## config.mk

```make
export PLATFORM = sky130hd
export DESIGN_NAME = format_integer_to_ascii_flat
export DESIGN_NICKNAME = d
export VERILOG_FILES = /design/src/hdl/fita_pkg.sv /design/src/hdl/fita_in_if.sv /design/src/hdl/fita_out_if.sv /design/src/hdl/fita_ctrl.sv /design/src/hdl/fita_datapath.sv /design/src/hdl/format_integer_to_ascii.sv /design/src/flat_wrapper.sv
export VERILOG_INCLUDE_DIRS = /design/src /design/src/hdl
export SDC_FILE = /design/constraint.sdc
export NUM_CORES = 1
export LEC_CHECK = 0
export ABC_AREA = 1
export BUFFER_PORTS_ARGS = -buffer_cell sky130_fd_sc_hd__buf_2
export CAP_MARGIN = 15
export CORE_MARGIN = 1
export CORE_UTILIZATION = 41
export DETAILED_ROUTE_END_ITERATION = 16
export HOLD_SLACK_MARGIN = 0.06
export PLACE_DENSITY_LB_ADDON = 0.05
export SYNTH_ARGS = -nofsm -noshare
export SYNTH_HDL_FRONTEND = slang
export SYNTH_HIERARCHICAL = 1
export SYNTH_SLANG_ARGS = --single-unit
```

## constraint.sdc

```tcl
create_clock -name clk_i -period 5.8 [get_ports clk_i]
set_input_delay 0.29 -clock clk_i [delete_from_list [all_inputs] [get_ports clk_i]]
set_output_delay 0.29 -clock clk_i [all_outputs]
set_load 0.02 [all_outputs]
```

## src/hdl/format_integer_to_ascii_defines.svh

```systemverilog
// Assertion macros shared by the formatter modules.
`ifndef FORMAT_INTEGER_TO_ASCII_DEFINES_SVH
`define FORMAT_INTEGER_TO_ASCII_DEFINES_SVH

// Same-cycle implication, checked on every rising clock edge outside reset.
`define FITA_ASSERT_IMP(NAME, ANT, CONS, MSG) \
  NAME: assert property (@(posedge clk_i) disable iff (!rst_ni) (ANT) |-> (CONS)) \
    else $error(MSG);

// Next-cycle implication, checked on every rising clock edge outside reset.
`define FITA_ASSERT_NXT(NAME, ANT, CONS, MSG) \
  NAME: assert property (@(posedge clk_i) disable iff (!rst_ni) (ANT) |=> (CONS)) \
    else $error(MSG);

`endif

```

## src/hdl/fita_pkg.sv

```systemverilog
// Types, character codes and helpers shared by the integer formatter.
package fita_pkg;

  localparam logic [7:0] CH_PERCENT = 8'h25;
  localparam logic [7:0] CH_MINUS   = 8'h2d;
  localparam logic [7:0] CH_ZERO    = 8'h30;
  localparam logic [7:0] CH_LOWER_A = 8'h61;
  localparam logic [7:0] CH_LOWER_C = 8'h63;
  localparam logic [7:0] CH_LOWER_D = 8'h64;
  localparam logic [7:0] CH_LOWER_O = 8'h6f;
  localparam logic [7:0] CH_LOWER_P = 8'h70;
  localparam logic [7:0] CH_LOWER_U = 8'h75;
  localparam logic [7:0] CH_LOWER_X = 8'h78;

  // x / 10 == (x * RECIP10) >> RECIP_SHIFT for every 32-bit x.
  localparam logic [31:0] RECIP10     = 32'hcccc_cccd;
  localparam int unsigned RECIP_SHIFT = 35;
  localparam int unsigned PROD_W      = 64;

  typedef enum logic [3:0] {
    ST_IDLE,
    ST_ECHO,
    ST_MUL,
    ST_SUB,
    ST_SHIFT,
    ST_SIGN,
    ST_PFX0,
    ST_PFXX,
    ST_EMIT
  } fita_state_e;

  typedef enum logic [1:0] {
    BASE_8,
    BASE_10,
    BASE_16
  } fita_base_e;

  typedef enum logic [2:0] {
    LD_NONE,
    LD_FMT,
    LD_ARG_BYTE,
    LD_U32,
    LD_S32,
    LD_U64
  } fita_load_e;

  typedef enum logic [2:0] {
    EM_CHAR,
    EM_MINUS,
    EM_ZERO,
    EM_X,
    EM_DIGIT
  } fita_emit_e;

  typedef struct packed {
    fita_load_e ld;
    fita_base_e base;
    logic       mul;
    logic       step;
    logic       push;
    fita_emit_e sel;
    logic       last;
  } fita_cmd_t;

  typedef struct packed {
    logic step_last;
    logic cnt_one;
    logic out_free;
  } fita_stat_t;

  function automatic logic [7:0] hex_char(input logic [3:0] digit);
    logic [7:0] ext;
    ext = {4'h0, digit};
    if (digit < 4'd10) begin
      return CH_ZERO + ext;
    end
    return (CH_LOWER_A - 8'd10) + ext;
  endfunction

endpackage

```

## src/hdl/fita_in_if.sv

```systemverilog
// Input channel: one format byte and its argument word per beat.
interface fita_in_if;
  logic        valid;
  logic        ready;
  logic [7:0]  fmt_byte;
  logic [63:0] arg_value;

  modport source (output valid, output fmt_byte, output arg_value, input ready);
  modport sink (input valid, input fmt_byte, input arg_value, output ready);
endinterface

```

## src/hdl/fita_out_if.sv

```systemverilog
// Output channel: one ASCII character per beat, with an end-of-item marker.
interface fita_out_if;
  logic       valid;
  logic       ready;
  logic [7:0] out_byte;
  logic       last;

  modport source (output valid, output out_byte, output last, input ready);
  modport sink (input valid, input out_byte, input last, output ready);
endinterface

```

## src/hdl/fita_ctrl.sv

```systemverilog
// Controller: format byte decoding and sequencing of conversion and output.
`include "format_integer_to_ascii_defines.svh"

module fita_ctrl import fita_pkg::*; (
  input  logic       clk_i,
  input  logic       rst_ni,
  input  logic       in_valid_i,
  input  logic [7:0] in_fmt_i,
  input  logic       in_sign_i,
  output logic       in_ready_o,
  input  fita_stat_t stat_i,
  output fita_cmd_t  cmd_o
);

  fita_state_e state_q, state_d;
  logic        pend_q, pend_d;
  logic        neg_q, neg_d;
  logic        pfx_q, pfx_d;

  fita_load_e  dec_ld;
  fita_base_e  dec_base;
  fita_state_e dec_next;
  logic        dec_neg;
  logic        dec_pfx;
  fita_state_e after_digits;

  // What the byte at the input means, given the pending percent.
  always_comb begin
    dec_ld   = LD_NONE;
    dec_base = BASE_10;
    dec_next = ST_IDLE;
    dec_neg  = 1'b0;
    dec_pfx  = 1'b0;
    if (!pend_q) begin
      if (in_fmt_i != CH_PERCENT) begin
        dec_ld   = LD_FMT;
        dec_next = ST_ECHO;
      end
    end else begin
      unique case (in_fmt_i)
        CH_LOWER_D: begin
          dec_ld   = LD_S32;
          dec_next = ST_MUL;
          dec_neg  = in_sign_i;
        end
        CH_LOWER_U: begin
          dec_ld   = LD_U32;
          dec_next = ST_MUL;
        end
        CH_LOWER_O: begin
          dec_ld   = LD_U32;
          dec_base = BASE_8;
          dec_next = ST_SHIFT;
        end
        CH_LOWER_X: begin
          dec_ld   = LD_U32;
          dec_base = BASE_16;
          dec_next = ST_SHIFT;
        end
        CH_LOWER_P: begin
          dec_ld   = LD_U64;
          dec_base = BASE_16;
          dec_next = ST_SHIFT;
          dec_pfx  = 1'b1;
        end
        CH_LOWER_C: begin
          dec_ld   = LD_ARG_BYTE;
          dec_next = ST_ECHO;
        end
        CH_PERCENT: begin
          dec_ld   = LD_FMT;
          dec_next = ST_ECHO;
        end
        default: begin
          dec_next = ST_IDLE;
        end
      endcase
    end
  end

  assign after_digits = neg_q ? ST_SIGN : (pfx_q ? ST_PFX0 : ST_EMIT);

  always_comb begin
    state_d = state_q;
    pend_d  = pend_q;
    neg_d   = neg_q;
    pfx_d   = pfx_q;
    unique case (state_q)
      ST_IDLE: begin
        if (in_valid_i) begin
          pend_d  = !pend_q && (in_fmt_i == CH_PERCENT);
          state_d = dec_next;
          neg_d   = dec_neg;
          pfx_d   = dec_pfx;
        end
      end
      ST_ECHO: begin
        if (stat_i.out_free) begin
          state_d = ST_IDLE;
        end
      end
      ST_MUL: begin
        state_d = ST_SUB;
      end
      ST_SUB: begin
        state_d = stat_i.step_last ? after_digits : ST_MUL;
      end
      ST_SHIFT: begin
        if (stat_i.step_last) begin
          state_d = after_digits;
        end
      end
      ST_SIGN: begin
        if (stat_i.out_free) begin
          state_d = ST_EMIT;
        end
      end
      ST_PFX0: begin
        if (stat_i.out_free) begin
          state_d = ST_PFXX;
        end
      end
      ST_PFXX: begin
        if (stat_i.out_free) begin
          state_d = ST_EMIT;
        end
      end
      ST_EMIT: begin
        if (stat_i.out_free && stat_i.cnt_one) begin
          state_d = ST_IDLE;
        end
      end
      default: begin
        state_d = ST_IDLE;
      end
    endcase
  end

  always_comb begin
    in_ready_o = 1'b0;
    cmd_o      = '{ld: LD_NONE, base: BASE_10, mul: 1'b0, step: 1'b0,
                   push: 1'b0, sel: EM_CHAR, last: 1'b0};
    unique case (state_q)
      ST_IDLE: begin
        in_ready_o = 1'b1;
        if (in_valid_i) begin
          cmd_o.ld   = dec_ld;
          cmd_o.base = dec_base;
        end
      end
      ST_ECHO: begin
        cmd_o.push = stat_i.out_free;
        cmd_o.sel  = EM_CHAR;
        cmd_o.last = 1'b1;
      end
      ST_MUL: begin
        cmd_o.mul = 1'b1;
      end
      ST_SUB, ST_SHIFT: begin
        cmd_o.step = 1'b1;
      end
      ST_SIGN: begin
        cmd_o.push = stat_i.out_free;
        cmd_o.sel  = EM_MINUS;
      end
      ST_PFX0: begin
        cmd_o.push = stat_i.out_free;
        cmd_o.sel  = EM_ZERO;
      end
      ST_PFXX: begin
        cmd_o.push = stat_i.out_free;
        cmd_o.sel  = EM_X;
      end
      ST_EMIT: begin
        cmd_o.push = stat_i.out_free;
        cmd_o.sel  = EM_DIGIT;
        cmd_o.last = stat_i.cnt_one;
      end
      default: begin
        in_ready_o = 1'b0;
      end
    endcase
  end

  always_ff @(posedge clk_i or negedge rst_ni) begin
    if (!rst_ni) begin
      state_q <= ST_IDLE;
      pend_q  <= 1'b0;
      neg_q   <= 1'b0;
      pfx_q   <= 1'b0;
    end else begin
      state_q <= state_d;
      pend_q  <= pend_d;
      neg_q   <= neg_d;
      pfx_q   <= pfx_d;
    end
  end

  // A pending percent only ever waits for the next byte at the input.
  `FITA_ASSERT_IMP(a_pend_only_idle, pend_q, state_q == ST_IDLE, "percent pending outside idle")
  // The final character of an item always returns control to the input.
  `FITA_ASSERT_NXT(a_last_to_idle, cmd_o.push && cmd_o.last, state_q == ST_IDLE, "no idle after last")
  // Nothing is loaded unless an input beat is taken.
  `FITA_ASSERT_IMP(a_load_on_beat, cmd_o.ld != LD_NONE, in_valid_i && in_ready_o, "load without beat")

endmodule

```

## src/hdl/fita_datapath.sv

```systemverilog
// Datapath: argument register, digit extraction, digit store and output register.
`include "format_integer_to_ascii_defines.svh"

module fita_datapath import fita_pkg::*; #(
  parameter int unsigned DIGIT_DEPTH = 16
) (
  input  logic        clk_i,
  input  logic        rst_ni,
  input  logic [7:0]  fmt_byte_i,
  input  logic [63:0] arg_value_i,
  input  fita_cmd_t   cmd_i,
  output fita_stat_t  stat_o,
  fita_out_if.source  chr_o
);

  localparam int unsigned CntW  = $clog2(DIGIT_DEPTH + 1);
  localparam int unsigned IdxW  = $clog2(DIGIT_DEPTH);
  localparam int unsigned QuotW = PROD_W - RECIP_SHIFT;

  logic [7:0]        char_q, char_d;
  logic [63:0]       value_q, value_d;
  fita_base_e        base_q, base_d;
  logic [CntW-1:0]   cnt_q, cnt_d;
  logic [PROD_W-1:0] prod_q, prod_d;
  logic [3:0]        store_q [DIGIT_DEPTH];
  logic [3:0]        rd_digit_q;
  logic              out_valid_q, out_valid_d;
  logic [7:0]        out_byte_q, out_byte_d;
  logic              out_last_q, out_last_d;

  logic [QuotW-1:0]  quot;
  logic [3:0]        quot_x10;
  logic [3:0]        digit_new;
  logic [63:0]       val_next;
  logic [CntW-1:0]   cnt_m1;
  logic [CntW-1:0]   rd_ptr;
  logic              out_free;
  logic              number_load;
  logic              pop;

  assign quot     = prod_q[PROD_W-1:RECIP_SHIFT];
  // Only the low four bits of quot * 10 are needed for the remainder.
  assign quot_x10 = 4'({quot[3:0], 3'b000} + {2'b00, quot[3:0], 1'b0});

  always_comb begin
    case (base_q)
      BASE_10: begin
        digit_new = value_q[3:0] - quot_x10;
        val_next  = 64'(quot);
      end
      BASE_8: begin
        digit_new = {1'b0, value_q[2:0]};
        val_next  = value_q >> 3;
      end
      default: begin
        digit_new = value_q[3:0];
        val_next  = value_q >> 4;
      end
    endcase
  end

  assign cnt_m1   = cnt_q - CntW'(1);
  assign rd_ptr   = cnt_d - CntW'(1);
  assign out_free = !out_valid_q || chr_o.ready;
  assign number_load = (cmd_i.ld == LD_U32) || (cmd_i.ld == LD_S32) || (cmd_i.ld == LD_U64);
  assign pop      = cmd_i.push && (cmd_i.sel == EM_DIGIT);

  assign stat_o.step_last = (val_next == '0) || (cnt_q == CntW'(DIGIT_DEPTH - 1));
  assign stat_o.cnt_one   = (cnt_q == CntW'(1));
  assign stat_o.out_free  = out_free;

  always_comb begin
    char_d  = char_q;
    value_d = value_q;
    case (cmd_i.ld)
      LD_FMT:      char_d  = fmt_byte_i;
      LD_ARG_BYTE: char_d  = arg_value_i[7:0];
      LD_U32:      value_d = {32'h0, arg_value_i[31:0]};
      // The unsigned negation gives the correct magnitude for the most negative value.
      LD_S32:      value_d = {32'h0, arg_value_i[31] ? (32'h0 - arg_value_i[31:0])
                                                     : arg_value_i[31:0]};
      LD_U64:      value_d = arg_value_i;
      default: begin
        if (cmd_i.step) begin
          value_d = val_next;
        end
      end
    endcase
  end

  always_comb begin
    base_d = number_load ? cmd_i.base : base_q;
    prod_d = cmd_i.mul ? (64'(value_q[31:0]) * 64'(RECIP10)) : prod_q;
    if (number_load) begin
      cnt_d = '0;
    end else if (cmd_i.step) begin
      cnt_d = cnt_q + CntW'(1);
    end else if (pop) begin
      cnt_d = cnt_m1;
    end else begin
      cnt_d = cnt_q;
    end
  end

  always_comb begin
    case (cmd_i.sel)
      EM_MINUS: out_byte_d = CH_MINUS;
      EM_ZERO:  out_byte_d = CH_ZERO;
      EM_X:     out_byte_d = CH_LOWER_X;
      EM_DIGIT: out_byte_d = hex_char(rd_digit_q);
      default:  out_byte_d = char_q;
    endcase
    out_last_d = cmd_i.last;
    if (cmd_i.push) begin
      out_valid_d = 1'b1;
    end else if (chr_o.ready) begin
      out_valid_d = 1'b0;
    end else begin
      out_valid_d = out_valid_q;
    end
  end

  always_ff @(posedge clk_i or negedge rst_ni) begin
    if (!rst_ni) begin
      cnt_q       <= '0;
      out_valid_q <= 1'b0;
    end else begin
      cnt_q       <= cnt_d;
      out_valid_q <= out_valid_d;
    end
  end

  always_ff @(posedge clk_i) begin
    char_q  <= char_d;
    value_q <= value_d;
    base_q  <= base_d;
    prod_q  <= prod_d;
    if (cmd_i.push) begin
      out_byte_q <= out_byte_d;
      out_last_q <= out_last_d;
    end
  end

  // Digits are stored least significant first. The read port fetches the digit that
  // the next pop needs in advance, and a digit being written passes straight through.
  always_ff @(posedge clk_i) begin
    if (cmd_i.step) begin
      store_q[cnt_q[IdxW-1:0]] <= digit_new;
      rd_digit_q               <= digit_new;
    end else begin
      rd_digit_q <= store_q[rd_ptr[IdxW-1:0]];
    end
  end

  assign chr_o.valid    = out_valid_q;
  assign chr_o.out_byte = out_byte_q;
  assign chr_o.last     = out_last_q;

  `FITA_ASSERT_IMP(a_step_room, cmd_i.step, cnt_q < CntW'(DIGIT_DEPTH), "digit store overrun")
  `FITA_ASSERT_IMP(a_push_room, cmd_i.push, !out_valid_q || chr_o.ready, "output beat overwritten")
  `FITA_ASSERT_IMP(a_pop_filled, pop, cnt_q != '0, "digit read from an empty store")

endmodule

```

## src/hdl/format_integer_to_ascii.sv

```systemverilog
// Minimal printf-style integer formatter, top level.
// Input channel fmt_i: one beat per format byte, with the argument word beside it.
// Output channel chr_o: one beat per ASCII character; last marks an item's final one.
// An ordinary byte is echoed; '%' arms the next byte as a specifier (d u o x p c %).
// Input is taken only while no item is in progress, so items are handled one by one.
// Every character that the controller produces is held in the output register.
// An echo, %c or %% produces one character; a percent sign alone produces none.
// Conversions: decimal does a registered reciprocal multiply, then the remainder step,
// for each digit; octal and hex do a shift step for each digit. Then the sign or
// prefix characters and the digits are output, most significant digit first.
// Reset clears the controller and empties the output register; a pending percent is
// forgotten. When the receiver stalls, the held beat stays in the output register and
// the controller waits in its current output step; a new item may still be accepted
// while the final beat of the previous one waits.
module format_integer_to_ascii import fita_pkg::*; #(
  parameter int unsigned DIGIT_DEPTH = 16
) (
  input  logic       clk_i,
  input  logic       rst_ni,
  fita_in_if.sink    fmt_i,
  fita_out_if.source chr_o
);

  fita_cmd_t  cmd;
  fita_stat_t stat;
  logic       in_ready;

  assign fmt_i.ready = in_ready;

  fita_ctrl u_ctrl (
    .clk_i      (clk_i),
    .rst_ni     (rst_ni),
    .in_valid_i (fmt_i.valid),
    .in_fmt_i   (fmt_i.fmt_byte),
    .in_sign_i  (fmt_i.arg_value[31]),
    .in_ready_o (in_ready),
    .stat_i     (stat),
    .cmd_o      (cmd)
  );

  fita_datapath #(
    .DIGIT_DEPTH (DIGIT_DEPTH)
  ) u_datapath (
    .clk_i       (clk_i),
    .rst_ni      (rst_ni),
    .fmt_byte_i  (fmt_i.fmt_byte),
    .arg_value_i (fmt_i.arg_value),
    .cmd_i       (cmd),
    .stat_o      (stat),
    .chr_o       (chr_o)
  );

endmodule
```

## src/flat_wrapper.sv

```systemverilog
// flat-port wrapper written by rule: the top's interface ports become plain ports
module format_integer_to_ascii_flat import fita_pkg::*;
#(
  parameter int unsigned DIGIT_DEPTH = 16
)
  (clk_i, rst_ni, fmt_i_valid, fmt_i_fmt_byte, fmt_i_arg_value, fmt_i_ready, chr_o_valid, chr_o_out_byte, chr_o_last, chr_o_ready);
  fita_in_if fmt_i_i ();
  fita_out_if chr_o_i ();
  input  logic clk_i;
  input  logic rst_ni;
  input wire logic [$bits(fmt_i_i.valid)-1:0] fmt_i_valid;
  input wire logic [$bits(fmt_i_i.fmt_byte)-1:0] fmt_i_fmt_byte;
  input wire logic [$bits(fmt_i_i.arg_value)-1:0] fmt_i_arg_value;
  output wire logic [$bits(fmt_i_i.ready)-1:0] fmt_i_ready;
  output wire logic [$bits(chr_o_i.valid)-1:0] chr_o_valid;
  output wire logic [$bits(chr_o_i.out_byte)-1:0] chr_o_out_byte;
  output wire logic [$bits(chr_o_i.last)-1:0] chr_o_last;
  input wire logic [$bits(chr_o_i.ready)-1:0] chr_o_ready;
  assign fmt_i_i.valid = fmt_i_valid;
  assign fmt_i_i.fmt_byte = fmt_i_fmt_byte;
  assign fmt_i_i.arg_value = fmt_i_arg_value;
  assign fmt_i_ready = fmt_i_i.ready;
  assign chr_o_valid = chr_o_i.valid;
  assign chr_o_out_byte = chr_o_i.out_byte;
  assign chr_o_last = chr_o_i.last;
  assign chr_o_i.ready = chr_o_ready;
  format_integer_to_ascii #(.DIGIT_DEPTH(DIGIT_DEPTH)) u_core (.clk_i(clk_i), .rst_ni(rst_ni), .fmt_i(fmt_i_i), .chr_o(chr_o_i));
endmodule
```

==> results.toml, run 1 <==
[outcome]
status = "finished with violations"
violations = "setup timing"

[timing]
setup_violations = 29
max_freq_mhz = 158
final_hold_viol_count = 0
setup_ws_ps = -520
rsz0062_at_grt = "yes"
setup-tns-final_ps = -12330
period_needed_ps = 6320
fin_skew_ps = 31.8
worst_pin_slew_ps = 1350
slew_headroom_pct = 8.80
timing.hold.ws_ps = 86.4
fin_crit_sh_pct = 109
drv_slew = 0

[final_layout]
syn_to_final_growth_pct = 29.1
final_layout_size_suffix_gt1_share_pct = 26.6
final_nets = 4888
nFillCells = 6720
final_area_sq_um = 37900
fin_util_pct = 53.8

[grt]
track_usage_pct = 30.7
grt_pass1_wl_microns = 165000
grt_max_degree = 68
grt_pass1_vias = 26200
antenna_found_initial = 2
gr-total-overflow = 0

[setup_path]
start_kind = "flip-flop"
endpoint_kind = "flip-flop"
crit_fanout = 4
worstReg2RegStart = "u_core/u_datapath/value_q[14]"
cp.required_ps = 6080
regToRegSetupSlack_ps = -520
crit_arrival_ps = 6600
critical_path_class = "flip-flop to flip-flop"
rr_worst_depth = 25
r2r-end = "u_core/u_datapath/prod_q[62]"

[routing]
postRouteAntennaNets = 0
wl_per_cell_microns = 21.9
drt-vias-per-instance = 5.12
finalWirelength_microns = 110000
drt-initial-drc-count = 1819
drc_errors = 0
drtPass1Iterations = 6
dr_total_vias = 25700

[floorplanning]
rows = 97
die_area_sq_um = 72700
ioPinCount = 87
coreArea_sq_um = 70500
die_x_microns = 270
die_y_microns = 270
initial_core_util_pct = 41.7

[synthesis]
synth_cell_types = 53
netlist_top_cells_area = "fa_1 26%, edfxtp_1 18%, ha_1 15%"
synth_seq_cells = 193
ys_async_sr_fraction_pct = 6.74
synth.yosys.warnings = 6
synth_top_area_share_pct = 26.3
synth_top_area_cell = "fa_1"
synth_edf_count = 176
synth_area_per_cell_sq_um = 8.43
yosysMostFrequentCell = "inv_1"
netlist_area_sq_um = 29400
synth-seq-area-share_pct = 19.4
syn_nets = 4307
syn_inst = 3487
synth_ff_type = "edfxtp_1"
ys_top_cells_by_count = "883 x inv_1, 539 x nand2_1, 386 x fa_1"

[job]
cap_violations = 0

[cts]
clock_latency_ps = 520
clk_pin_slew_ps = 100
ctsRootBufferMaster = "clkbuf_16"
clk_path_buf_depth = 2
cts_tree = "done"
cts_inserted_buffers = 17
cts.sinks = 193
h-tree-depth = 4

[placement]
dp_hpwl_microns = 95300
place.gp.congestion = 1.02
placed_area_sq_um = 34600
portBuffers = 86

[worst_hold_path]
min_from = "fmt_i_arg_value[52]"
hold_path_class = "input pin to flip-flop"
min_path_cells = 3
min_to = "u_core/u_datapath/value_q[52]"
-- timing repair --
action,in CTS,in global routing
gates cloned,0,0
pin swaps,96,121
hold buffers,13,0
setup buffers,38,25
endpoints found under the hold margin,25,0
resized for setup,287,209
setup endpoints to repair,29,29
-- routing by layer --
layer	up-vias	share of wire, %	GRT usage, %	wire, microns
met5	-	0.012	0	13
met4	2	2.8	8.63	3110
met3	101	4.9	3.52	5360
met2	636	47	49.9	51700
met1	12800	45	43.2	50000
li1	12200	-	-	-
-- placed cells by master (no fill, tap or decap), drive strengths merged, types with 2 or more instances in the layout --
| cell type | netlist | final |
|---|---|---|
| xnor2 | 16 | 16 |
| o21a | 6 | 6 |
| a21boi | 6 | 6 |
| nor4 | 8 | 8 |
| o21ai | 123 | 123 |
| nand4 | 59 | 59 |
| edfxtp | 176 | 176 |
| a22oi | 28 | 28 |
| dfrtp | 13 | 13 |
| buf | 32 | 609 |
| ha | 358 | 358 |
| nor2 | 264 | 264 |
| nand3b | 7 | 7 |
| dlygate4sd3 | 0 | 13 |
| fa | 386 | 386 |
| nor3 | 23 | 23 |
| o22ai | 15 | 15 |
| nand2 | 549 | 549 |
| nand3 | 194 | 194 |
| a22o | 22 | 22 |
| a21oi | 149 | 149 |
| a31o | 2 | 2 |
| o211ai | 13 | 13 |
| or2 | 8 | 8 |
| and3 | 2 | 2 |
| a21o | 9 | 9 |
| inv | 898 | 905 |
| a221oi | 7 | 7 |
| clkbuf | 28 | 17 |
| a211oi | 2 | 2 |
| o311ai | 2 | 2 |
| clkinv | 2 | 6 |
| dfxtp | 4 | 4 |
| xor2 | 43 | 43 |
| clkinvlp | 0 | 4 |
| o21bai | 19 | 19 |
| o221ai | 5 | 5 |
| a31oi | 6 | 6 |
-- per-stage QoR --
step / setup WS, ps / instances
5_1_grt: -712 / 5022
4_1_cts: -495 / 4996
3_3_place_gp: -868 / 4914
3_5_place_dp: -829 / 4914
2_1_floorplan: -78.3 / 3487
6_report: -520 / 5022
-- logic make-up (layout without fill, tap and decap cells) --
family / count (synthesis) / count (layout) / synth area share (%)
AND/OR/NAND/NOR: 1116 / 1116 / 16.4
XOR/XNOR: 59 / 59 / 1.76
AO/OA/AOI/OAI: 415 / 415 / 8.39
other: 0 / 1 / 0
flip-flops: 193 / 193 / 19.4
adder cells (fa/ha/maj): 744 / 744 / 41.5
buffers and inverters: 960 / 1554 / 12.5
-- layout make-up --
cell class	count	area, sq um	share of cell area, %
sequential	193	5690	15.0
inverter	900	3410	8.98
antenna	1	2.50	0.00660
tap	940	1180	3.10
clock buffer	17	425	1.12
clock inverter	15	224	0.590
multi-input combinational	2334	22300	58.8
timing repair buffer	622	4700	12.4
-- flip-flops by register name, summed over array words and instances, names as in the netlist --
| name | count |
|---|---|
| u_core/u_ctrl/neg_q | 1 |
| u_core/u_ctrl/pend_q | 1 |
| u_core/u_ctrl/pfx_q | 1 |
| u_core/u_ctrl/state_q | 4 |
| u_core/u_datapath/base_q | 2 |
| u_core/u_datapath/char_q | 8 |
| u_core/u_datapath/chr_o.last | 1 |
| u_core/u_datapath/chr_o.out_byte | 8 |
| u_core/u_datapath/chr_o.valid | 1 |
| u_core/u_datapath/cnt_q | 5 |
| u_core/u_datapath/prod_q | 29 |
| u_core/u_datapath/rd_digit_q | 4 |
| u_core/u_datapath/store_q | 64 |
| u_core/u_datapath/value_q | 64 |
-- worst max-delay path, cell delays in order, from the launching register on --
cell and delay [ps]:
edfxtp_1 550, ha_4 210, clkinvlp_4 150, fa_1 520
inv_2 40, fa_1 510, inv_2 50, fa_1 530
inv_2 50, fa_1 550, fa_1 430, fa_1 510
inv_2 40, fa_1 510, inv_2 50, ha_4 320
buf_12 120, nand2_8 60, o21ai_4 190, a21oi_2 90
buf_4 150, o21ai_4 160, a21oi_2 90, buf_4 140
nand3_2 50, nand2_1 40
-- worst max path at each step --
stage / from / to / slack [ps] / cells after the start
global route: u_core/u_datapath/value_q[12] / u_core/u_datapath/prod_q[55] / -710 / 22
CTS: u_core/u_datapath/value_q[17] / u_core/u_datapath/prod_q[62] / -490 / 24
detailed placement: u_core/u_datapath/value_q[10] / u_core/u_datapath/prod_q[36] / -830 / 26
global placement: u_core/u_datapath/value_q[11] / u_core/u_datapath/prod_q[36] / -870 / 26
finish: u_core/u_datapath/value_q[14] / u_core/u_datapath/prod_q[62] / -520 / 25
floorplan: u_core/u_datapath/value_q[19] / u_core/u_datapath/prod_q[46] / -80 / 25
Power of run 1 is not shown: default switching activity piles up to over one toggle a cycle in this logic, so the estimate is an artifact.
==> inputs of run 2 (changes only) <==
--- a/config.mk
+++ b/config.mk
@@ -14,6 +14,7 @@
 export DETAILED_ROUTE_END_ITERATION = 16
 export HOLD_SLACK_MARGIN = 0.06
 export PLACE_DENSITY_LB_ADDON = 0.05
+export SETUP_SLACK_MARGIN = 0.1
 export SYNTH_ARGS = -nofsm -noshare
 export SYNTH_HDL_FRONTEND = slang
 export SYNTH_HIERARCHICAL = 1
==> results.toml, run 2 (synthesis results as in run 1) <==
[final_layout]
nFillCells = 6757
fin_util_pct = 53.4
syn_to_final_growth_pct = 28.1
final_layout_size_suffix_gt1_share_pct = 26.2
seq_area_sq_um = 5690
diodes = 0
multiInputGateArea_sq_um = 22200
final_common_cell = "inv_1"
layout_common_cells = "813 x inv_1, 488 x nand2_1, 461 x buf_4"
final_nets = 4866

[worst_hold_path]
hold_path_class = "input pin to flip-flop"

[floorplanning]
initial_core_util_pct = 41.7
rows = 97
die_x_microns = 270
die_area_sq_um = 72700
ioPinCount = 87
die_y_microns = 270
coreArea_sq_um = 70500

[setup_path]
start_kind = "flip-flop"
endpoint_kind = "flip-flop"
worst-path-buf-inv = 6
worst_path_dominant_cell_family = "adder cells"
cpMostUsedCell = "fa_1"
max_stage_delay_ps = 580
regToRegSetupSlack_ps = -610
crit_fanout = 4
crit_arrival_ps = 6660
path_cells = "buf_6 > ha_4 > xor2_1 > ha_1 > fa_1 > inv_2 > fa_1 > inv_1 > fa_1 > fa_1 > fa_1 > fa_1 > ha_4 > nand2_4 > nor2_4 > buf_6 > inv_6 > nor2_4 > inv_2 > nor4_2 > nand2_1 > nand3_1 > nand2_1"
cp.required_ps = 6050
cpMaxStageDelayCell = "fa_1"
critical_path_class = "flip-flop to flip-flop"

[cts]
cts.sinks = 193
clk_pin_slew_ps = 100
ctsRootBufferMaster = "clkbuf_16"
clock_latency_ps = 520
cts_tree = "done"
h-tree-depth = 4
cts_inserted_buffers = 17
clk_path_buf_depth = 2

[timing]
final_hold_viol_count = 0
setup_violations = 29
worst_pin_slew_ps = 1060
drv_slew = 0
rsz0062_at_grt = "yes"
max_freq_mhz = 156
fin_crit_sh_pct = 111
fin_skew_ps = 36.4
setup_ws_ps = -610
period_needed_ps = 6410
slew_headroom_pct = 29.2

[grt]
track_usage_pct = 30.7
grt_pass1_vias = 26300
gr-total-overflow = 0
grt_pass1_wl_microns = 165000
grt_max_degree = 68
antenna_found_initial = 1

[routing]
drc_errors = 0
drtPass1Iterations = 6
drt-vias-per-instance = 5.17
dr_total_vias = 25800
drt-initial-drc-count = 1992
postRouteAntennaNets = 0
finalWirelength_microns = 111000
wl_per_cell_microns = 22.2

[placement]
dp_hpwl_microns = 95200
place.gp.congestion = 0.977
portBuffers = 86

[job]
cap_violations = 0

[outcome]
status = "finished with violations"
violations = "setup timing"
run 2: changes by cell type in the layout (fill, tap and decap cells not counted), sizes merged:
cell         previous run  this run
buf                   609       582
diode                   1         0
dlygate4sd3            13        18
inv                   905       904
clkinv                  6         7
run 2: timing repair:
action | in CTS | in global routing
hold endpoints to repair | 30 | 0
setup endpoints to repair | 29 | 29
resized for setup | 268 | 187
hold buffers | 18 | 0
pin swaps | 91 | 77
setup buffers | 40 | 15
run 2: path summary, 6_finish.rpt:
check | from | cells after the start | end
worst max-delay path | u_core/u_datapath/value_q[13] | 23 | u_core/u_datapath/prod_q[59]
worst min-delay path | fmt_i_arg_value[38] | 2 | u_core/u_datapath/value_q[38]
worst max register to register | u_core/u_datapath/value_q[13] | 23 | u_core/u_datapath/prod_q[59]
worst min register to register | u_core/u_datapath/char_q[5] | 1 | u_core/u_datapath/chr_o.out_byte[5]
max in group asynchronous | rst_ni | 2 | u_core/u_ctrl/state_q[2]
min in group asynchronous | rst_ni | 2 | u_core/u_datapath/cnt_q[0]
run 2: per-stage QoR:
step                worst slack [ps]  instance area (sq um)  std cells  TNS (ps)  hold WS (ps)
floorplan                      -73.4                  29900       3487      -517         -5.59
global placement                -860                  34600       4897    -16720           232
detailed placement              -839                  34600       4897    -16500           231
CTS                             -591                  36800       4984    -12780          63.3
global route                    -762                  37600       4999    -17840          76.0
finish                          -610                  37600       4999    -12860          94.8
run 2: worst register-to-register path, delay by kind of cell (launching register included):
kind | cells | cell delay [ps]
xor gates and xnor gates | 1 | 170
buffers and inverters | 6 | 530
adders and majority gates | 9 | 4000
and+or+nand+nor | 7 | 970
DFF | 1 | 500
run 2: layout make-up:
class / count / area share (%)
clock inverter: 15 / 0.568
sequential: 193 / 15.1
timing repair buffer: 600 / 12.0
tap: 940 / 3.13
clock buffer: 17 / 1.13
inverter: 900 / 9.08
multi-input combinational: 2334 / 58.9
run 2: routing by layer:
metal / GRT usage (%) / part of all wire (%) / vias up
met5: 0 / 0 / -
met3: 3.09 / 4.6 / 103
met2: 50.0 / 47 / 669
li1: - / - / 12100
met1: 43.2 / 45 / 12900
met4: 8.73 / 2.8 / 0
Power of run 2 is left out for the same reason.
